--- config.mk ---
export PLATFORM = sky130hd
export DESIGN_NAME = x86_modrm_address_generation
export DESIGN_NICKNAME = d
export VERILOG_FILES = /design/src/hw/rtl/x86ag_pkg.sv /design/src/hw/rtl/x86ag_ram.sv /design/src/hw/rtl/x86ag_ea.sv /design/src/hw/rtl/x86_modrm_address_generation.sv
export SDC_FILE = /design/constraint.sdc
export NUM_CORES = 1
export LEC_CHECK = 0
export BUFFER_PORTS_ARGS = -buffer_cell sky130_fd_sc_hd__buf_4
export CORE_MARGIN = 2
export CORE_UTILIZATION = 35
export DETAILED_ROUTE_END_ITERATION = 12
export PLACE_DENSITY = 0.51
export REMOVE_ABC_BUFFERS = 1
export SETUP_SLACK_MARGIN = 0.2
export SLEW_MARGIN = 20
export SYNTH_ARGS = -nofsm -noshare
export SYNTH_HDL_FRONTEND = slang
export SYNTH_HIERARCHICAL = 1
export SYNTH_SLANG_ARGS = --single-unit
export TNS_END_PERCENT = 100
--- constraint.sdc ---
create_clock -name clock -period 9.9 [get_ports clock]
set_clock_uncertainty 0.1 [all_clocks]
set_input_delay 0.99 -clock clock [delete_from_list [all_inputs] [get_ports clock]]
set_output_delay 0.99 -clock clock [all_outputs]
set_load 0.005 [all_outputs]
--- src/hw/rtl/x86ag_pkg.sv ---
// package for the x86 modrm address generator: codes, sizes and the
// decode result bundle. no dependencies
`timescale 1ns / 1ps

package x86ag_pkg;

   localparam int NUM_REGS = 8;
   localparam int REG_AW   = 3;
   localparam int DATA_W   = 32;
   localparam int CODE_W   = 48;

   // operation codes
   localparam logic [1:0] OP_READ   = 2'd0;
   localparam logic [1:0] OP_WRITE  = 2'd1;
   localparam logic [1:0] OP_DECODE = 2'd2;

   // access sizes
   localparam logic [1:0] SZ_BYTE  = 2'd0;
   localparam logic [1:0] SZ_WORD  = 2'd1;
   localparam logic [1:0] SZ_DWORD = 2'd2;
   localparam logic [1:0] SZ_NONE  = 2'd3;

   // segment codes
   localparam logic [2:0] SEG_ES = 3'd0;
   localparam logic [2:0] SEG_CS = 3'd1;
   localparam logic [2:0] SEG_SS = 3'd2;
   localparam logic [2:0] SEG_DS = 3'd3;
   localparam logic [2:0] SEG_FS = 3'd4;
   localparam logic [2:0] SEG_GS = 3'd5;

   // segment override prefix bytes
   localparam logic [7:0] PFX_ES = 8'h26;
   localparam logic [7:0] PFX_CS = 8'h2e;
   localparam logic [7:0] PFX_SS = 8'h36;
   localparam logic [7:0] PFX_DS = 8'h3e;
   localparam logic [7:0] PFX_FS = 8'h64;
   localparam logic [7:0] PFX_GS = 8'h65;

   // register numbers used by the addressing forms
   localparam logic [REG_AW-1:0] REG_SP = 3'd4;
   localparam logic [REG_AW-1:0] REG_BX = 3'd3;
   localparam logic [REG_AW-1:0] REG_BP = 3'd5;
   localparam logic [REG_AW-1:0] REG_SI = 3'd6;
   localparam logic [REG_AW-1:0] REG_DI = 3'd7;

   // modrm field values with special meaning
   localparam logic [1:0] MOD_NODISP = 2'd0;
   localparam logic [1:0] MOD_DISP8  = 2'd1;
   localparam logic [1:0] MOD_DISPW  = 2'd2;
   localparam logic [1:0] MOD_REG    = 2'd3;
   localparam logic [2:0] RM_SIB     = 3'd4;
   localparam logic [2:0] RM_DISP32  = 3'd5;
   localparam logic [2:0] RM_DISP16  = 3'd6;

   // 16-bit rm addressing forms
   localparam logic [2:0] RM16_BX_SI = 3'd0;
   localparam logic [2:0] RM16_BX_DI = 3'd1;
   localparam logic [2:0] RM16_BP_SI = 3'd2;
   localparam logic [2:0] RM16_BP_DI = 3'd3;
   localparam logic [2:0] RM16_SI    = 3'd4;
   localparam logic [2:0] RM16_DI    = 3'd5;
   localparam logic [2:0] RM16_BP    = 3'd6;
   localparam logic [2:0] RM16_BX    = 3'd7;

   typedef struct packed {
      logic [DATA_W-1:0] address;
      logic [2:0]        segment;
      logic [2:0]        bytes_used;
      logic [1:0]        mod_field;
      logic [2:0]        reg_field;
      logic [2:0]        rm_field;
      logic              register_operand;
      logic              has_sib;
      logic              has_displacement;
   } ea_result_type;

endpackage

--- src/hw/rtl/x86ag_ram.sv ---
// generic synchronous ram: one write port, two read ports, registered reads
// no dependencies
`timescale 1ns / 1ps

module x86ag_ram #(
   parameter int WIDTH = 32,
   parameter int DEPTH = 8
) (
   input  logic                     clock,
   input  logic                     wr_en,
   input  logic [$clog2(DEPTH)-1:0] wr_addr,
   input  logic [WIDTH-1:0]         wr_data,
   input  logic                     rd_en,
   input  logic [$clog2(DEPTH)-1:0] rd_addr_a,
   input  logic [$clog2(DEPTH)-1:0] rd_addr_b,
   output logic [WIDTH-1:0]         rd_data_a,
   output logic [WIDTH-1:0]         rd_data_b
);

   logic [WIDTH-1:0] mem_ff [DEPTH];
   logic [WIDTH-1:0] rd_a_ff;
   logic [WIDTH-1:0] rd_b_ff;

   always_ff @(posedge clock) begin
      if (wr_en) begin
         mem_ff[wr_addr] <= wr_data;
      end
      if (rd_en) begin
         rd_a_ff <= mem_ff[rd_addr_a];
         rd_b_ff <= mem_ff[rd_addr_b];
      end
   end

   assign rd_data_a = rd_a_ff;
   assign rd_data_b = rd_b_ff;

endmodule

--- src/hw/rtl/x86ag_ea.sv ---
// modrm/sib decode and effective address arithmetic on fetched register values
// depends on x86ag_pkg
`timescale 1ns / 1ps

module x86ag_ea (
   input  logic [x86ag_pkg::CODE_W-1:0] code,
   input  logic                         addr32,
   input  logic [7:0]                   segment_prefix,
   input  logic [x86ag_pkg::DATA_W-1:0] base_data,
   input  logic [x86ag_pkg::DATA_W-1:0] index_data,
   output x86ag_pkg::ea_result_type     result
);

   logic [1:0]  mod_f;
   logic [2:0]  reg_f;
   logic [2:0]  rm_f;
   logic [1:0]  scale;
   logic [2:0]  sib_index;
   logic [2:0]  sib_base;
   logic        sib;
   logic        stack;
   logic        no_base;
   logic [2:0]  disp_len;
   logic [31:0] disp_win;
   logic [31:0] disp;
   logic [31:0] base_term;
   logic [31:0] index_term;
   logic [31:0] ea32;
   logic [15:0] ea16;
   logic [15:0] term_a16;
   logic [15:0] term_b16;
   logic [2:0]  pfx_seg;
   logic        pfx_hit;

   assign mod_f     = code[7:6];
   assign reg_f     = code[5:3];
   assign rm_f      = code[2:0];
   assign scale     = code[15:14];
   assign sib_index = code[13:11];
   assign sib_base  = code[10:8];

   always_comb begin
      sib      = 1'b0;
      stack    = 1'b0;
      no_base  = 1'b0;
      disp_len = 3'd0;
      if (!addr32) begin
         if (mod_f == x86ag_pkg::MOD_DISP8) begin
            disp_len = 3'd1;
         end else if (mod_f == x86ag_pkg::MOD_DISPW || rm_f == x86ag_pkg::RM_DISP16) begin
            disp_len = 3'd2;
         end
         stack = (rm_f == x86ag_pkg::RM16_BP_SI) || (rm_f == x86ag_pkg::RM16_BP_DI) ||
                 (rm_f == x86ag_pkg::RM_DISP16 && mod_f != x86ag_pkg::MOD_NODISP);
      end else begin
         if (mod_f == x86ag_pkg::MOD_DISP8) begin
            disp_len = 3'd1;
         end else if (mod_f == x86ag_pkg::MOD_DISPW || rm_f == x86ag_pkg::RM_DISP32) begin
            disp_len = 3'd4;
         end
         if (rm_f == x86ag_pkg::RM_SIB) begin
            sib = 1'b1;
            // sib base of ebp with no displacement mode means disp32, no base
            if (sib_base == x86ag_pkg::REG_BP && mod_f == x86ag_pkg::MOD_NODISP) begin
               disp_len = 3'd4;
               no_base  = 1'b1;
            end else if (sib_base == x86ag_pkg::REG_SP || sib_base == x86ag_pkg::REG_BP) begin
               stack = 1'b1;
            end
         end else if (rm_f == x86ag_pkg::RM_DISP32) begin
            if (mod_f != x86ag_pkg::MOD_NODISP) begin
               stack = 1'b1;
            end else begin
               no_base = 1'b1;
            end
         end
      end
   end

   // displacement starts right after modrm, or after the sib byte
   assign disp_win = sib ? code[47:16] : code[39:8];

   always_comb begin
      case (disp_len)
         3'd1:    disp = {{24{disp_win[7]}}, disp_win[7:0]};
         3'd2:    disp = {16'h0000, disp_win[15:0]};
         3'd4:    disp = disp_win;
         default: disp = 32'h0000_0000;
      endcase
   end

   assign base_term  = no_base ? 32'h0000_0000 : base_data;
   assign index_term = (sib && sib_index != x86ag_pkg::REG_SP) ? (index_data << scale)
                                                               : 32'h0000_0000;
   assign ea32 = index_term + base_term + disp;

   // 16-bit forms: port a carries bx or bp, port b carries si or di
   always_comb begin
      term_a16 = 16'h0000;
      term_b16 = 16'h0000;
      if (!(mod_f == x86ag_pkg::MOD_NODISP && rm_f == x86ag_pkg::RM_DISP16)) begin
         if (rm_f != x86ag_pkg::RM16_SI && rm_f != x86ag_pkg::RM16_DI) begin
            term_a16 = base_data[15:0];
         end
         if (rm_f != x86ag_pkg::RM16_BP && rm_f != x86ag_pkg::RM16_BX) begin
            term_b16 = index_data[15:0];
         end
      end
   end

   assign ea16 = disp[15:0] + term_a16 + term_b16;

   always_comb begin
      pfx_hit = 1'b1;
      case (segment_prefix)
         x86ag_pkg::PFX_ES: pfx_seg = x86ag_pkg::SEG_ES;
         x86ag_pkg::PFX_CS: pfx_seg = x86ag_pkg::SEG_CS;
         x86ag_pkg::PFX_SS: pfx_seg = x86ag_pkg::SEG_SS;
         x86ag_pkg::PFX_DS: pfx_seg = x86ag_pkg::SEG_DS;
         x86ag_pkg::PFX_FS: pfx_seg = x86ag_pkg::SEG_FS;
         x86ag_pkg::PFX_GS: pfx_seg = x86ag_pkg::SEG_GS;
         default: begin
            pfx_seg = x86ag_pkg::SEG_DS;
            pfx_hit = 1'b0;
         end
      endcase
   end

   always_comb begin
      result.mod_field        = mod_f;
      result.reg_field        = reg_f;
      result.rm_field         = rm_f;
      result.register_operand = (mod_f == x86ag_pkg::MOD_REG);
      if (mod_f == x86ag_pkg::MOD_REG) begin
         result.address          = 32'h0000_0000;
         result.segment          = x86ag_pkg::SEG_DS;
         result.bytes_used       = 3'd1;
         result.has_sib          = 1'b0;
         result.has_displacement = 1'b0;
      end else begin
         result.address          = addr32 ? ea32 : {16'h0000, ea16};
         result.segment          = pfx_hit ? pfx_seg
                                 : (stack ? x86ag_pkg::SEG_SS : x86ag_pkg::SEG_DS);
         result.bytes_used       = 3'd1 + {2'b00, sib} + disp_len;
         result.has_sib          = sib;
         result.has_displacement = (disp_len != 3'd0);
      end
   end

endmodule

--- src/hw/rtl/x86_modrm_address_generation.sv ---
// top level: x86 general-register file in a synchronous ram plus modrm address generator
// depends on x86ag_pkg, x86ag_ram, x86ag_ea
//
//   channel  direction  handshake            payload
//   req_     in         req_valid/req_ready  operation, reg_index, access_size, write_value,
//                                            code_bytes, address_size_override, segment_prefix
//   rsp_     out        rsp_valid/rsp_ready  read_data, effective_address, segment_select,
//                                            bytes_used, mod/reg/rm fields, flags
//   csr_     in         csr_write_enable     protected_mode
//
// every item goes through the ram read of up to two registers issued at accept,
// then the compute/write-back cycle that loads the output register.
// the output register lets the next item be accepted while a beat waits on rsp_ready;
// a finished item holds in the compute cycle only while the output register is full.
// after reset all registers read as zero through per-entry valid bits, no clearing pass.
`timescale 1ns / 1ps

module x86_modrm_address_generation (
   input  logic        clock,
   input  logic        reset,
   input  logic        req_valid,
   output logic        req_ready,
   input  logic [1:0]  req_operation,
   input  logic [2:0]  req_reg_index,
   input  logic [1:0]  req_access_size,
   input  logic [31:0] req_write_value,
   input  logic [47:0] req_code_bytes,
   input  logic        req_address_size_override,
   input  logic [7:0]  req_segment_prefix,
   output logic        rsp_valid,
   input  logic        rsp_ready,
   output logic [31:0] rsp_read_data,
   output logic [31:0] rsp_effective_address,
   output logic [2:0]  rsp_segment_select,
   output logic [2:0]  rsp_bytes_used,
   output logic [1:0]  rsp_mod_field,
   output logic [2:0]  rsp_reg_field,
   output logic [2:0]  rsp_rm_field,
   output logic        rsp_register_operand,
   output logic        rsp_has_sib,
   output logic        rsp_has_displacement,
   input  logic        csr_write_enable,
   input  logic        csr_write_data
);

   localparam logic ST_IDLE = 1'b0;
   localparam logic ST_EXEC = 1'b1;

   logic state_ff;
   logic state_in;
   logic protected_mode_ff;
   logic [x86ag_pkg::NUM_REGS-1:0] valid_ff;
   logic [x86ag_pkg::NUM_REGS-1:0] valid_in;

   logic [1:0]                   op_ff;
   logic [2:0]                   idx_ff;
   logic [1:0]                   size_ff;
   logic [31:0]                  wdata_ff;
   logic [47:0]                  code_ff;
   logic                         addr32_ff;
   logic [7:0]                   segpfx_ff;
   logic [x86ag_pkg::REG_AW-1:0] ra_ff;
   logic [x86ag_pkg::REG_AW-1:0] rb_ff;

   logic                         accept;
   logic                         exec_go;
   logic                         addr32_req;
   logic [x86ag_pkg::REG_AW-1:0] ra_req;
   logic [x86ag_pkg::REG_AW-1:0] rb_req;
   logic [2:0]                   rm_req;
   logic [31:0]                  ram_a;
   logic [31:0]                  ram_b;
   logic [31:0]                  reg_a;
   logic [31:0]                  reg_b;
   logic                         wr_en;
   logic [31:0]                  wr_data;
   logic [31:0]                  rd_value;
   x86ag_pkg::ea_result_type     ea_res;

   logic        rsp_valid_ff;
   logic        rsp_valid_in;
   logic [31:0] rsp_read_data_ff;
   logic [31:0] rsp_read_data_in;
   x86ag_pkg::ea_result_type rsp_ea_ff;
   x86ag_pkg::ea_result_type rsp_ea_in;

   assign req_ready  = (state_ff == ST_IDLE);
   assign accept     = req_valid && req_ready;
   assign exec_go    = (state_ff == ST_EXEC) && (!rsp_valid_ff || rsp_ready);
   assign addr32_req = protected_mode_ff ^ req_address_size_override;
   assign rm_req     = req_code_bytes[2:0];

   // register addresses for the read issued at accept
   always_comb begin
      ra_req = x86ag_pkg::REG_BX;
      rb_req = x86ag_pkg::REG_SI;
      case (req_operation)
         x86ag_pkg::OP_READ, x86ag_pkg::OP_WRITE: begin
            ra_req = (req_access_size == x86ag_pkg::SZ_BYTE) ? {1'b0, req_reg_index[1:0]}
                                                             : req_reg_index;
         end
         x86ag_pkg::OP_DECODE: begin
            if (addr32_req) begin
               ra_req = (rm_req == x86ag_pkg::RM_SIB) ? req_code_bytes[10:8] : rm_req;
               rb_req = req_code_bytes[13:11];
            end else begin
               ra_req = (rm_req == x86ag_pkg::RM16_BP_SI || rm_req == x86ag_pkg::RM16_BP_DI ||
                         rm_req == x86ag_pkg::RM16_BP) ? x86ag_pkg::REG_BP
                                                       : x86ag_pkg::REG_BX;
               rb_req = rm_req[0] ? x86ag_pkg::REG_DI : x86ag_pkg::REG_SI;
            end
         end
         default: begin
            ra_req = x86ag_pkg::REG_BX;
         end
      endcase
   end

   x86ag_ram #(
      .WIDTH(x86ag_pkg::DATA_W),
      .DEPTH(x86ag_pkg::NUM_REGS)
   ) u_regfile (
      .clock     (clock),
      .wr_en     (wr_en),
      .wr_addr   (ra_ff),
      .wr_data   (wr_data),
      .rd_en     (accept),
      .rd_addr_a (ra_req),
      .rd_addr_b (rb_req),
      .rd_data_a (ram_a),
      .rd_data_b (ram_b)
   );

   // never-written entries read as zero
   assign reg_a = valid_ff[ra_ff] ? ram_a : 32'h0000_0000;
   assign reg_b = valid_ff[rb_ff] ? ram_b : 32'h0000_0000;

   x86ag_ea u_ea (
      .code           (code_ff),
      .addr32         (addr32_ff),
      .segment_prefix (segpfx_ff),
      .base_data      (reg_a),
      .index_data     (reg_b),
      .result         (ea_res)
   );

   // read value and read-modify-write merge
   always_comb begin
      rd_value = 32'h0000_0000;
      wr_data  = reg_a;
      case (size_ff)
         x86ag_pkg::SZ_BYTE: begin
            rd_value = idx_ff[2] ? {24'h000000, reg_a[15:8]} : {24'h000000, reg_a[7:0]};
            wr_data  = idx_ff[2] ? {reg_a[31:16], wdata_ff[7:0], reg_a[7:0]}
                                 : {reg_a[31:8], wdata_ff[7:0]};
         end
         x86ag_pkg::SZ_WORD: begin
            rd_value = {16'h0000, reg_a[15:0]};
            wr_data  = {reg_a[31:16], wdata_ff[15:0]};
         end
         x86ag_pkg::SZ_DWORD: begin
            rd_value = reg_a;
            wr_data  = wdata_ff;
         end
         default: begin
            rd_value = 32'h0000_0000;
            wr_data  = reg_a;
         end
      endcase
   end

   assign wr_en = exec_go && (op_ff == x86ag_pkg::OP_WRITE) && (size_ff != x86ag_pkg::SZ_NONE);

   always_comb begin
      valid_in = valid_ff;
      if (wr_en) begin
         valid_in[ra_ff] = 1'b1;
      end
   end

   always_comb begin
      rsp_read_data_in = (op_ff == x86ag_pkg::OP_READ) ? rd_value : 32'h0000_0000;
      rsp_ea_in        = (op_ff == x86ag_pkg::OP_DECODE) ? ea_res : '0;
   end

   always_comb begin
      state_in = state_ff;
      case (state_ff)
         ST_IDLE: begin
            if (accept) begin
               state_in = ST_EXEC;
            end
         end
         ST_EXEC: begin
            if (exec_go) begin
               state_in = ST_IDLE;
            end
         end
         default: begin
            state_in = ST_IDLE;
         end
      endcase
   end

   always_comb begin
      rsp_valid_in = rsp_valid_ff;
      if (exec_go) begin
         rsp_valid_in = 1'b1;
      end else if (rsp_ready) begin
         rsp_valid_in = 1'b0;
      end
   end

   always_ff @(posedge clock) begin
      if (reset) begin
         state_ff          <= ST_IDLE;
         protected_mode_ff <= 1'b0;
         valid_ff          <= '0;
         rsp_valid_ff      <= 1'b0;
      end else begin
         state_ff     <= state_in;
         valid_ff     <= valid_in;
         rsp_valid_ff <= rsp_valid_in;
         if (csr_write_enable) begin
            protected_mode_ff <= csr_write_data;
         end
      end
   end

   always_ff @(posedge clock) begin
      if (accept) begin
         op_ff     <= req_operation;
         idx_ff    <= req_reg_index;
         size_ff   <= req_access_size;
         wdata_ff  <= req_write_value;
         code_ff   <= req_code_bytes;
         addr32_ff <= addr32_req;
         segpfx_ff <= req_segment_prefix;
         ra_ff     <= ra_req;
         rb_ff     <= rb_req;
      end
      if (exec_go) begin
         rsp_read_data_ff <= rsp_read_data_in;
         rsp_ea_ff        <= rsp_ea_in;
      end
   end

   assign rsp_valid             = rsp_valid_ff;
   assign rsp_read_data         = rsp_read_data_ff;
   assign rsp_effective_address = rsp_ea_ff.address;
   assign rsp_segment_select    = rsp_ea_ff.segment;
   assign rsp_bytes_used        = rsp_ea_ff.bytes_used;
   assign rsp_mod_field         = rsp_ea_ff.mod_field;
   assign rsp_reg_field         = rsp_ea_ff.reg_field;
   assign rsp_rm_field          = rsp_ea_ff.rm_field;
   assign rsp_register_operand  = rsp_ea_ff.register_operand;
   assign rsp_has_sib           = rsp_ea_ff.has_sib;
   assign rsp_has_displacement  = rsp_ea_ff.has_displacement;

   a_accept_to_exec : assert property (@(posedge clock) disable iff (reset)
      accept |=> state_ff == ST_EXEC)
      else $error("accepted beat did not enter compute cycle");

   a_write_sets_valid : assert property (@(posedge clock) disable iff (reset)
      wr_en |=> valid_ff[$past(ra_ff)])
      else $error("register write did not mark entry valid");

   a_rsp_from_exec : assert property (@(posedge clock) disable iff (reset)
      $rose(rsp_valid_ff) |-> $past(state_ff) == ST_EXEC)
      else $error("result beat appeared without a compute cycle");

   a_exec_holds : assert property (@(posedge clock) disable iff (reset)
      state_ff == ST_EXEC && rsp_valid_ff && !rsp_ready |=> state_ff == ST_EXEC)
      else $error("compute cycle left while output register full");

endmodule
# After elaboration in Yosys (flattened, before gate mapping)
# Memory sizes are Yosys's and may differ from the RTL's. A register that Yosys moved wholly into a read port is not among the register bits.
# Index checks and enable logic that the tools add are counted.
[totals]
n_memories = 1
mem_bits_rw = 256
wordCells = 170
inputBits = 102
register_bits = 194
[mem_list]
columns = ["memory", "words", "word_bits", "read_ports", "rd_ports_with_merged_regs", "write_ports", "line", "rtl"]
rows = [
  ["u_regfile.mem_ff", 8, 32, 2, 2, 1, "x86ag_ram.sv:20", "logic [WIDTH-1:0] mem_ff [DEPTH];"],
]
[classes]
bitwise = 5
eq_ne = 35
shifts = 1
n_addsub = 6
reduce_logical = 32
mux = 61
n_lt_le_gt_ge = 3
[op_table]
columns = ["op", "count"]
rows = [
  ["32-bit case mux with 3 select lines", 3],
  ["32-bit 2-to-1 mux", 5],
  ["16-bit 2-to-1 mux", 6],
  ["32-bit adder", 2],
  ["3-bit 2-to-1 mux", 13],
  ["16-bit adder", 2],
  ["8-bit by 6-bit equality test with 1-bit output, second input constant", 4],
  ["32-bit by 2-bit << shifter with 32-bit output", 1],
  ["1-bit 2-to-1 mux", 25],
  ["3-bit equality test, second input constant", 8],
  ["8-bit by 7-bit equality test with 1-bit output, second input constant", 2],
  ["3-bit by 2-bit equality test with 1-bit output, second input constant", 5],
  ["3-bit != test, second input constant", 5],
  ["3-bit case mux with 5 select lines", 1],
  ["1-bit logical AND", 11],
  ["2-bit equality test, second input constant", 5],
  ["2-bit zero test", 5],
  ["2-bit by 1-bit equality test with 1-bit output, second input constant", 4],
  ["1-bit logical OR", 8],
  ["3-bit by 4-bit less-than comparator with 1-bit output, second input constant", 2],
  ["8-bit 2-to-1 mux", 1],
  ["8-bit bitwise OR", 1],
  ["1-bit binary-select mux with 3-bit select", 2],
  ["3-bit case mux with 2 select lines", 1],
  ["17 further kinds", 21],
]

# Logic depth before layout (Yosys ltp)
# Gate-level depths: netlist of run 1.
[logic_depth]
word_depth = 12
ltp_mapped = 22
ltp_nobuf = 20

# Modules after synthesis
# Netlist of run 1, hierarchy kept.
[modules_own_cells]
columns = ["mod", "cells_each", "area_each_um2", "seq_area_each_um2", "instances"]
rows = [
  ["x86ag_ram", 561, 13815.8, 9609.2, 1],
  ["x86_modrm_address_generation", 584, 7977.7, 5655.4, 1],
  ["x86ag_ea", 879, 5748.0, 0.0, 1],
]

# Least setup slack after synthesis of run 1
# OpenSTA, ideal clock, no wires.
[synth_timing]
kind = "input port to flip-flop"
startpoint = "in req_valid"
endpoint = "reg addr32_ff (enable)"
arrival_time_ps = 8076
path_stages = 1
path_buffers = 0
setup_ps = 710
required_ps = 9090
setup_slack_ps = 1014
cell_sequence = "nor2b_1"
[synth_between]
elab_chain_len = 1
[synth_rtl]
columns = ["element", "line", "rtl"]
rows = [
  ["start, declared", "x86_modrm_address_generation.sv:21", "input logic req_valid,"],
  ["1-bit logical AND", "x86_modrm_address_generation.sv:88", "assign accept = req_valid && req_ready;"],
  ["end signal, assigned", "x86_modrm_address_generation.sv:237", "addr32_ff <= addr32_req;"],
  ["end, declared", "x86_modrm_address_generation.sv:60", "logic addr32_ff;"],
]
# Every way passes these cells.
# A chain may end at the register's enable or synchronous reset.

# Final worst setup path of run 1
[layout_timing]
startpoint = "reg ra_ff[1] (netlist bit)"
endpoint = "reg rsp_ea_ff, in the netlist rsp_effective_address[18] (data pin)"
[layout_between]
elab_chain_len = 6
[layout_rtl]
columns = ["element", "line", "rtl"]
rows = [
  ["start, declared", "x86_modrm_address_generation.sv:62", "logic [x86ag_pkg::REG_AW-1:0] ra_ff;"],
  ["start signal, assigned", "x86_modrm_address_generation.sv:239", "ra_ff <= ra_req;"],
  ["1-bit binary-select mux with 3-bit select", "x86_modrm_address_generation.sv:135", "assign reg_a = valid_ff[ra_ff] ? ram_a : 32'h0000_0000;"],
  ["1-bit 2-to-1 mux (implied by the code)", "x86_modrm_address_generation.sv:135", ""],
  ["32-bit 2-to-1 mux", "x86_modrm_address_generation.sv:135", ""],
  ["via reg_a[2]", "x86_modrm_address_generation.sv:73", "logic [31:0] reg_a;"],
  ["32-bit 2-to-1 mux", "x86ag_ea.sv:92", "assign base_term = no_base ? 32'h0000_0000 : base_data;"],
  ["32-bit adder (2 in series)", "x86ag_ea.sv:95", "assign ea32 = index_term + base_term + disp;"],
  ["end signal, assigned", "x86_modrm_address_generation.sv:244", "rsp_ea_ff <= rsp_ea_in;"],
  ["end, declared", "x86_modrm_address_generation.sv:84", "x86ag_pkg::ea_result_type rsp_ea_ff;"],
]
# The timed path passes the listed nets, and every way through them passes these cells. The select of a mux whose other input is x is not followed.

==> results.yml, run 1 <==
sta:
  period_needed_ns: 5.61
  rsz0062_at_grt: "false"
  setup_tns_ns: 0
  slew_headroom: 0.255
  maxSlewViolCount: 0
  finalHoldViolCount: 0
  worst_pin_slew_ns: 1.11
  max_freq_ghz: 0.178
  setup_viol: 0
  min_period_over_period: 0.567
power:
  p_leak_nw: 11.8
  seqPwrFrac: 0.504
  combPwrFrac: 0.102
  internal_power_w: 0.00384
  p_per_area_nw_per_um2: 160
  ir_drop_uv: 121
  switchingPower_w: 0.00122
  p_sw_frac: 0.241
  clkPwrFrac: 0.394
yosys:
  ys_ff_latch: 512
  yosysMostFrequentCell: "edfxtp_1"
  syn_avg_cell_area_um2: 13.6
  yosysTopAreaCell: "edfxtp_1"
  synth_edf_count: 501
  synth-async-reset-ratio: 0
  synth.cell_area_um2: 27500
  syn_inst: 2024
  synth_area_leaders: "edfxtp_1 (55%), mux4_1 (7.6%), mux4_2 (4.8%), nand2_1 (3.7%), fa_1 (3.5%)"
  synth_top_cell_area_share: 0.546
  yosysSeqAreaShare: 0.554
  yosysWarnings: 6
  synth.distinct_cells: 75
  synthFlopType: "edfxtp_1"
  synth_common_cells: "edfxtp_1 (501), nand2_1 (270), inv_1 (113)"
final_layout:
  syn_to_final_growth_pct: 15.0
  fin_nets: 2373
  drive_gt1_frac: 0.211
  final_util: 0.408
drt:
  drc: 0
  finalWirelength_um: 75600
  avgRoutedWirePerCell_um: 23.2
  final_antenna_net_count: 0
  viasPerCell: 5.29
  drt_iter0_drc: 1438
  drt-pass1-iter-count: 5
  via_count: 17262
clock_tree:
  numCtsBuffers: 57
  cts-resized-gates: 0
  cts_tree: "done"
  clock-sinks: 512
  clkLatencyLatePin_ns: 0.62
  clockRootBuffer: "clkbuf_16"
  cts_setup_buffers: 0
  htree_levels: 2
  hold_buffers: 0
  clk_pin_slew_worst_paths_ns: 0.06
  cts_buffer_depth: 3
setup_path:
  r2r_cells: 18
  startpoint_type: "register"
  cp_slowest_cell: "edfxtp_1"
  crit_required_ns: 10.17
  critPathMaxStageDelay_ns: 0.64
  crit_start: "ra_ff[1]"
  endpoint_kind: "register"
  r2r_start: "ra_ff[1]"
  path_cells: "inv_1 > a32oi_1 > and3_4 > buf_4 > nor2b_1 > nand2_1 > fa_1 > inv_1 > ha_1 > a211oi_2 > o21ai_1 > a221oi_1 > nor2b_1 > o41a_1 > a211oi_2 > xor2_1 > nor2_1 > and2_1"
  reg2reg_slack_ns: 4.29
  crit_type: "reg2reg"
  critPathMaxFanout: 48
  r2r-end: "rsp_effective_address[18]"
  critPathArrivalTime_ns: 5.89
  endpoint: "rsp_effective_address[18]"
grt:
  antenna_found_initial: 4
  grt_use_total: 0.184
  overflow: 0
  grt_pass1_wl_um: 113000
  grt_max_degree: 157
  grt_pass1_vias: 17758
placed_design:
  portBuffers: 184
  dp_hpwl_um: 50400
  gp_congestion: 0.873
floorplanning:
  dieArea_um2: 80900
  rows: 102
  core_area_um2: 77700
  initial_core_util: 0.354
  pin_count: 185
  die_h_um: 285
  die-width_um: 285
worst_hold_path:
  worstHoldPathCells: 2
  worstHoldPathType: "reg2reg"
outcome:
  status: "complete, no violations"
job:
  max-cap-violations: 0
-- per-stage QoR --
step / power, W / worst slack (ns) / instance area [um^2] / hold slack, ns / cells
after detailed placement: 0.00312 / 4.30 / 29900 / 0.402 / 3158
after global routing: 0.00525 / 3.84 / 31700 / 0.411 / 3260
final: 0.00506 / 4.29 / 31700 / 0.424 / 3262
after global placement: 0.00311 / 4.33 / 29900 / 0.400 / 3157
after CTS: 0.00512 / 4.30 / 31700 / 0.402 / 3260
after floorplan: 0.00290 / 1.01 / 26900 / 0.345 / 1903
-- cell usage in the layout (no fill, tap or decap), types with 6 or more instances in the layout --
cell type / n
nand4_1: 6
o21ai_1: 7
fa_1: 48
nor3_2: 10
a21oi_1: 79
xor2_1: 11
and3_1: 28
edfxtp_1: 501
nor2_2: 7
mux2_2: 68
xnor2_1: 26
mux4_1: 80
and2_1: 56
o21ai_0: 50
buf_4: 213
nor3_1: 9
nor2b_1: 76
a21o_1: 18
nand3b_1: 12
nor2_1: 102
nand2_1: 270
a31oi_1: 14
nand3_1: 27
a211oi_1: 7
a221o_1: 8
dfxtp_1: 11
clkbuf_1: 16
mux2i_1: 31
nand2b_1: 13
a22oi_1: 10
clkbuf_16: 57
o211ai_1: 15
clkinv_2: 7
inv_1: 113
clkinv_1: 9
ha_1: 46
mux4_2: 59
o21bai_1: 7
-- cell type report --
cell class | instances | area (um^2)
fillers | 7192 | 46000
clock buffers | 76 | 1530
inverters | 114 | 428
clock inverters | 26 | 214
flip-flops and latches | 512 | 15300
repair buffers | 215 | 1650
diodes | 2 | 5.00
multi-input cells | 1277 | 11300
well taps | 1040 | 1300
-- power groups by stage --
stage	logic (W)	registers, W	clock network, W
after floorplan	0.000324	0.00257	0
after global placement	0.000514	0.00259	0
after detailed placement	0.000521	0.00260	0
after CTS	0.000523	0.00255	0.00205
after global routing	0.000563	0.00256	0.00213
final	0.000515	0.00255	0.00199
-- routing by layer --
layer	track usage	routed length (um)
met2	0.322	37800
met5	0	0
met1	0.237	32000
met3	0.0267	3890
met4	0.0505	1890
-- worst min-delay path by stage --
stage | from | to | slack (ns)
floorplan | valid_ff[2] | valid_ff[2] | 0.35
global placement | protected_mode_ff | protected_mode_ff | 0.40
detailed placement | valid_ff[0] | valid_ff[0] | 0.40
CTS | req_code_bytes[3] | code_ff[3] | 0.40
global route | req_code_bytes[29] | code_ff[29] | 0.41
finish | valid_ff[0] | valid_ff[0] | 0.42
-- flip-flops by register name, indices dropped and copies added (netlist names), 8 cells and up --
register,flops
u_regfile/mem_ff,256
code_ff,48
rsp_effective_address,32
rsp_read_data,32
u_regfile/rd_data_a,32
u_regfile/rd_data_b,32
wdata_ff,32
segpfx_ff,8
valid_ff,8
-- worst max-delay path, delay by kind of cell, from the launching register on --
kind / cells / cell delay [ns]
AOI/OAI and AO/OA: 6 / 1.89
xor gates and xnor gates: 1 / 0.16
adders and majority gates: 2 / 0.66
buffers and inverters: 3 / 0.88
DFF: 1 / 0.64
and+or+nand+nor: 6 / 0.98
-- cells by family after synthesis --
kind of cell	Yosys count	synth area share
AOI/OAI and AO/OA	260	0.0606
xor gates and xnor gates	37	0.0118
adders and majority gates	94	0.0558
buffers and inverters	235	0.0397
DFF	512	0.554
muxes	239	0.164
and+or+nand+nor	647	0.114
Power figures use the tool's default switching activity.
==> run 2: changes to the inputs <==
Settings changed: ABC_AREA set to 1, PLACE_DENSITY 0.51 to 0.53.
Clock period 9.9 ns to 5 ns, I/O delays scaled along.
==> results.yml, run 2 <==
clock_tree:
  numCtsBuffers: 59
  clk_pin_slew_worst_paths_ns: 0.06
  cts_tree: "done"
  htree_levels: 2
  clock-sinks: 512
  cts_buffer_depth: 3
  clockRootBuffer: "clkbuf_16"
  clkLatencyLatePin_ns: 0.65
sta:
  setup_viol: 0
  maxSlewViolCount: 0
  finalWorstSetupSlack_ns: 0.478
  worst_pin_slew_ns: 1.15
  rsz0062_at_grt: "true"
  period_needed_ns: 4.52
  max_freq_ghz: 0.221
  finalHoldViolCount: 0
  min_period_over_period: 0.904
  slew_headroom: 0.227
power:
  p_sw_frac: 0.276
  p_leak_nw: 16.3
  finalPower_w: 0.0111
  switchingPower_w: 0.00305
  ir_drop_uv: 270
  combPwrFrac: 0.148
  internal_power_w: 0.00802
  seqPwrFrac: 0.454
  clkPwrFrac: 0.398
  p_per_area_nw_per_um2: 312
floorplanning:
  rows: 106
  pin_count: 185
  die-width_um: 296
  initial_core_util: 0.355
  dieArea_um2: 87400
  core_area_um2: 84000
  die_h_um: 296
yosys:
  synthFlopType: "edfxtp_1"
  synth_common_cells: "nand2_1 (1274), inv_1 (620), edfxtp_1 (501)"
  syn_inst: 3641
  syn_avg_cell_area_um2: 8.18
  synth.distinct_cells: 47
  yosysTopAreaCell: "edfxtp_1"
  yosysSeqAreaShare: 0.513
  synth_top_cell_area_share: 0.505
  synth.cell_area_um2: 29800
  synth_area_leaders: "edfxtp_1 (51%), nand2_1 (16%), inv_1 (7.8%), nand3_1 (6.0%), fa_1 (3.2%)"
  yosysMostFrequentCell: "nand2_1"
  ys_ff_latch: 512
  synth-async-reset-ratio: 0
  synth_edf_count: 501
  yosysWarnings: 6
drt:
  drc: 0
  avgRoutedWirePerCell_um: 20.1
  finalWirelength_um: 102000
  via_count: 24914
  drt_iter0_drc: 2425
  final_antenna_net_count: 0
  viasPerCell: 4.90
  drt-pass1-iter-count: 6
job:
  max-cap-violations: 0
grt:
  grt_pass1_vias: 23628
  antenna_found_initial: 0
  grt_use_total: 0.231
  use_met2: 0.378
  grtUsageMet3: 0.0334
  grt_max_degree: 130
  grt_pass1_wl_um: 150000
  overflow: 0
  grtUsageMet1: 0.310
  top_usage_layer: "met2"
setup_path:
  crit_type: "reg2reg"
  startpoint_type: "register"
  cp_slowest_cell: "fa_1"
  critPathMaxStageDelay_ns: 0.57
  critPathArrivalTime_ns: 4.81
  critPathMaxFanout: 10
  reg2reg_slack_ns: 0.48
  endpoint_kind: "register"
  crit_required_ns: 5.29
  path_cells: "inv_1 > a21oi_1 > o21ai_0 > nand3_1 > o21ai_4 > buf_4 > nor2_1 > inv_1 > o21ai_0 > inv_1 > nand2_1 > o211ai_1 > fa_1 > inv_1 > ha_1 > nand2_1 > nor2_1 > nand2_1 > o21ai_1 > nand3_1 > a21oi_1 > nor2_1 > inv_1 > nor2_1"
  path_buf_inv: 6
  crit_family: "compound AO/OA/AOI/OAI gates"
  crit_path_frequent_cell: "inv_1"
worst_hold_path:
  worstHoldPathType: "in2reg"
placed_design:
  dp_hpwl_um: 70500
  place_inst: 4867
  portBuffers: 184
  gp_congestion: 0.988
  dp_slack_ns: 0.259
final_layout:
  top_register: "u_regfile/mem_ff"
  top_regs: "u_regfile/mem_ff (256), code_ff (48)"
  drive_gt1_frac: 0.109
  num_antenna_cells: 0
  largest_register_ffs: 256
  final_common_cell: "nand2_1"
  instances_no_fill: 5083
  syn_to_final_growth_pct: 19.2
  final_cell_mix: "nand2_1 (1273), inv_1 (615), edfxtp_1 (501)"
  final_util: 0.423
  fin_nets: 4096
outcome:
  status: "complete, no violations"
-- run 2: cell count changes after synthesis, moves of 79 or more --
cell,change
nand3_1,+332
inv_1,+507
mux4_1,-80
nand2_1,+1004
nor2b_1,-79
nor2_1,+128
-- run 2: metal layers --
layer	part of all wire	vias up
met1	0.43	11706
met3	0.069	176
met4	0.038	0
met5	0	-
met2	0.47	965
li1	-	12067
-- run 2: cell families after synthesis --
| family | synth area share |
|---|---|
| AND/OR/NAND/NOR | 0.264 |
| multiplexers | 0.000673 |
| adder cells (fa/ha/maj) | 0.0516 |
| AO/OA/AOI/OAI | 0.0574 |
| XOR/XNOR | 0.00324 |
| buffers and inverters | 0.111 |
| flip-flops | 0.513 |
-- run 2: layout make-up --
class                   instances  area (um^2)
clock buffers                  69         1530
clock inverters                41          445
fillers                      8421        48500
inverters                     629         2370
multi-input cells            2335        11400
flip-flops and latches        512        15300
well taps                    1134         1420
repair buffers                363         3060
-- run 2: power by group through the flow --
stage | Combinational, W | Sequential [W] | Clock, W
2_1_floorplan | 0.000914 | 0.00510 | 0
3_5_place_dp | 0.00155 | 0.00512 | 0
6_report | 0.00164 | 0.00503 | 0.00441
4_1_cts | 0.00162 | 0.00503 | 0.00451
5_1_grt | 0.00180 | 0.00504 | 0.00469
3_3_place_gp | 0.00155 | 0.00512 | 0
-- run 2: repair_timing --
item                                    4_1_cts  5_1_grt
buffers inserted                              0       11
endpoints found under the setup margin        0       26
resized for setup                             0       25
hold buffers                                 95        0
hold endpoints to repair                     94        0
-- run 2: stage by stage --
step	setup TNS [ns]	cell area, um^2	hold WS, ns
2_1_floorplan	-797.64	28800	0.334
3_3_place_gp	0	32400	0.379
3_5_place_dp	0	32400	0.379
4_1_cts	0	35300	0.00236
5_1_grt	0	35500	0.0205
6_report	0	35500	0.0391
-- run 2: worst paths after layout --
check	startpoint	endpoint	cells after the start
worst max-delay path	rb_ff[0]	rsp_effective_address[30]	24
worst min register to register	valid_ff[1]	valid_ff[1]	2
worst min-delay path	reset	valid_ff[6]	2
worst max register to register	rb_ff[0]	rsp_effective_address[30]	24
-- run 2: worst reg2reg max path, cell delays in order (launching register included) --
cell      delay (ns)
edfxtp_1        0.40
inv_1           0.09
a21oi_1         0.13
o21ai_0         0.10
nand3_1         0.13
o21ai_4         0.13
buf_4           0.21
nor2_1          0.20
inv_1           0.08
o21ai_0         0.18
inv_1           0.08
nand2_1         0.07
o211ai_1        0.13
fa_1            0.57
inv_1           0.04
ha_1            0.34
nand2_1         0.11
nor2_1          0.24
nand2_1         0.08
o21ai_1         0.38
nand3_1         0.15
a21oi_1         0.17
nor2_1          0.06
inv_1           0.05
nor2_1          0.03
==> run 3: changes to the inputs <==
Settings changed: ABC_AREA 1 to 0.
==> results.yml, run 3 (synthesis gave the netlist of run 1 again) <==
outcome:
  status: "complete, no violations"
clock_tree:
  numCtsBuffers: 55
  cts_tree: "done"
  htree_levels: 2
  cts_buffer_depth: 3
  clk_pin_slew_worst_paths_ns: 0.06
  clock-sinks: 512
  clkLatencyLatePin_ns: 0.62
  clockRootBuffer: "clkbuf_16"
grt:
  grtUsageMet3: 0.0250
  antenna_found_initial: 4
  overflow: 0
  grt_pass1_vias: 18508
  use_met2: 0.324
  grtUsageMet1: 0.239
  grt_pass1_wl_um: 114000
  top_usage_layer: "met2"
  grt_use_total: 0.185
  grt_max_degree: 66
final_layout:
  fillCellCount: 7005
  post-route-cell-area_um2: 33900
  final_common_cell: "edfxtp_1"
  syn_to_final_growth_pct: 23.0
  drive_gt1_frac: 0.261
  fin_nets: 2552
  final_cell_mix: "edfxtp_1 (501), buf_4 (281), nand2_1 (264)"
  largest_register_ffs: 256
  top_regs: "u_regfile/mem_ff (256), code_ff (48)"
  top_register: "u_regfile/mem_ff"
  instances_no_fill: 3433
floorplanning:
  pin_count: 185
  dieArea_um2: 80900
  die_h_um: 285
  initial_core_util: 0.354
  die-width_um: 285
  rows: 102
  core_area_um2: 77700
power:
  p_sw_frac: 0.237
  seqPwrFrac: 0.491
  internal_power_w: 0.00782
  combPwrFrac: 0.116
  p_leak_nw: 12.7
  switchingPower_w: 0.00243
  p_per_area_nw_per_um2: 303
  finalPower_w: 0.0102
  ir_drop_uv: 241
  clkPwrFrac: 0.392
sta:
  setup_viol: 0
  whs_ns: 0.0532
  worst_pin_slew_ns: 1.11
  finalHoldViolCount: 0
  min_period_over_period: 0.966
  maxSlewViolCount: 0
  period_needed_ns: 4.83
  max_freq_ghz: 0.207
  rsz0062_at_grt: "true"
  slew_headroom: 0.251
  finalWorstSetupSlack_ns: 0.172
setup_path:
  r2r-end: "rsp_effective_address[18]"
  endpoint_kind: "register"
  r2r_start: "rb_ff[1]"
  reg2reg_slack_ns: 0.17
  r2r_cells: 18
  crit_required_ns: 5.27
  startpoint_type: "register"
  critPathArrivalTime_ns: 5.09
  critPathMaxFanout: 5
  crit_type: "reg2reg"
drt:
  drc: 0
  finalWirelength_um: 76500
  drt-pass1-iter-count: 5
  avgRoutedWirePerCell_um: 22.3
  final_antenna_net_count: 0
  drt_iter0_drc: 1501
  via_count: 17910
  viasPerCell: 5.22
placed_design:
  place_inst: 3227
  dp_slack_ns: -0.0167
  dp_hpwl_um: 51700
  placedInstanceArea_um2: 30600
  gp_congestion: 0.893
  portBuffers: 184
worst_hold_path:
  worstHoldPathType: "in2reg"
  worstHoldPathCells: 3
  hold_end: "state_ff"
  worstHoldStart: "req_valid"
job:
  max-cap-violations: 0
==> run 3: worst max path at each step <==
stage              start                         to  slack [ns]  depth (start not counted)
2_1_floorplan  req_valid                  addr32_ff       -3.40                          1
3_3_place_gp    rb_ff[1]  rsp_effective_address[18]        0.07                         17
3_5_place_dp    rb_ff[0]  rsp_effective_address[18]       -0.02                         17
4_1_cts         rb_ff[1]  rsp_effective_address[18]        0.15                         17
5_1_grt         rb_ff[1]  rsp_effective_address[18]      -0.004                         20
6_report        rb_ff[1]  rsp_effective_address[18]        0.17                         18
==> run 3: power groups by stage <==
stage	clock, W	sequential [W]	combinational (W)
floorplan	0	0.00509	0.000642
global placement	0	0.00512	0.00108
detailed placement	0	0.00512	0.00110
CTS	0.00411	0.00503	0.00117
global route	0.00427	0.00505	0.00130
finish	0.00402	0.00503	0.00119
==> run 3: timing repair <==
| item | 4_1_cts | 5_1_grt |
|---|---|---|
| gates resized for setup | 8 | 106 |
| setup endpoints to repair | 13 | 22 |
| hold buffers | 95 | 0 |
| endpoints found under the hold margin | 94 | 0 |
| cloned | 0 | 1 |
| pin swaps | 3 | 37 |
| buffers inserted | 5 | 11 |
==> run 3: through the flow <==
step	setup TNS (ns)	util
floorplan	-696.51	-
global placement	0	0.393
detailed placement	-0.0167	0.393
CTS	0	0.429
global route	-0.00447	0.436
finish	0	0.436
==> run 3: critical path, cell delays in order (launching register included) <==
cell and delay (ns):
edfxtp_1 0.37, mux4_2 0.54, mux2i_4 0.18, buf_12 0.15
nor2b_2 0.05, mux2_4 0.26, o211ai_1 0.27, fa_1 0.49
inv_2 0.09, ha_4 0.21, a211oi_4 0.27, o21ai_2 0.12
a221oi_2 0.31, nor2b_1 0.11, o41a_1 0.44, a211oi_2 0.21
xor2_1 0.17, nor2_1 0.06, and2_1 0.17
==> run 3: layer usage <==
layer | part of all wire | routed length, um
met1 | 0.43 | 32600
met2 | 0.50 | 38400
met3 | 0.045 | 3440
met4 | 0.026 | 2030
met5 | 0 | 0
==> run 3: final cells by class <==
type / instances / area [um^2] / area share
flip-flops and latches: 512 / 15300 / 0.451
clock inverters: 24 / 315 / 0.00931
repair buffers: 396 / 3410 / 0.101
clock buffers: 69 / 1450 / 0.0428
diodes: 1 / 2.50 / 0.0000739
inverters: 114 / 428 / 0.0126
multi-input cells: 1277 / 11700 / 0.345
well taps: 1040 / 1300 / 0.0384
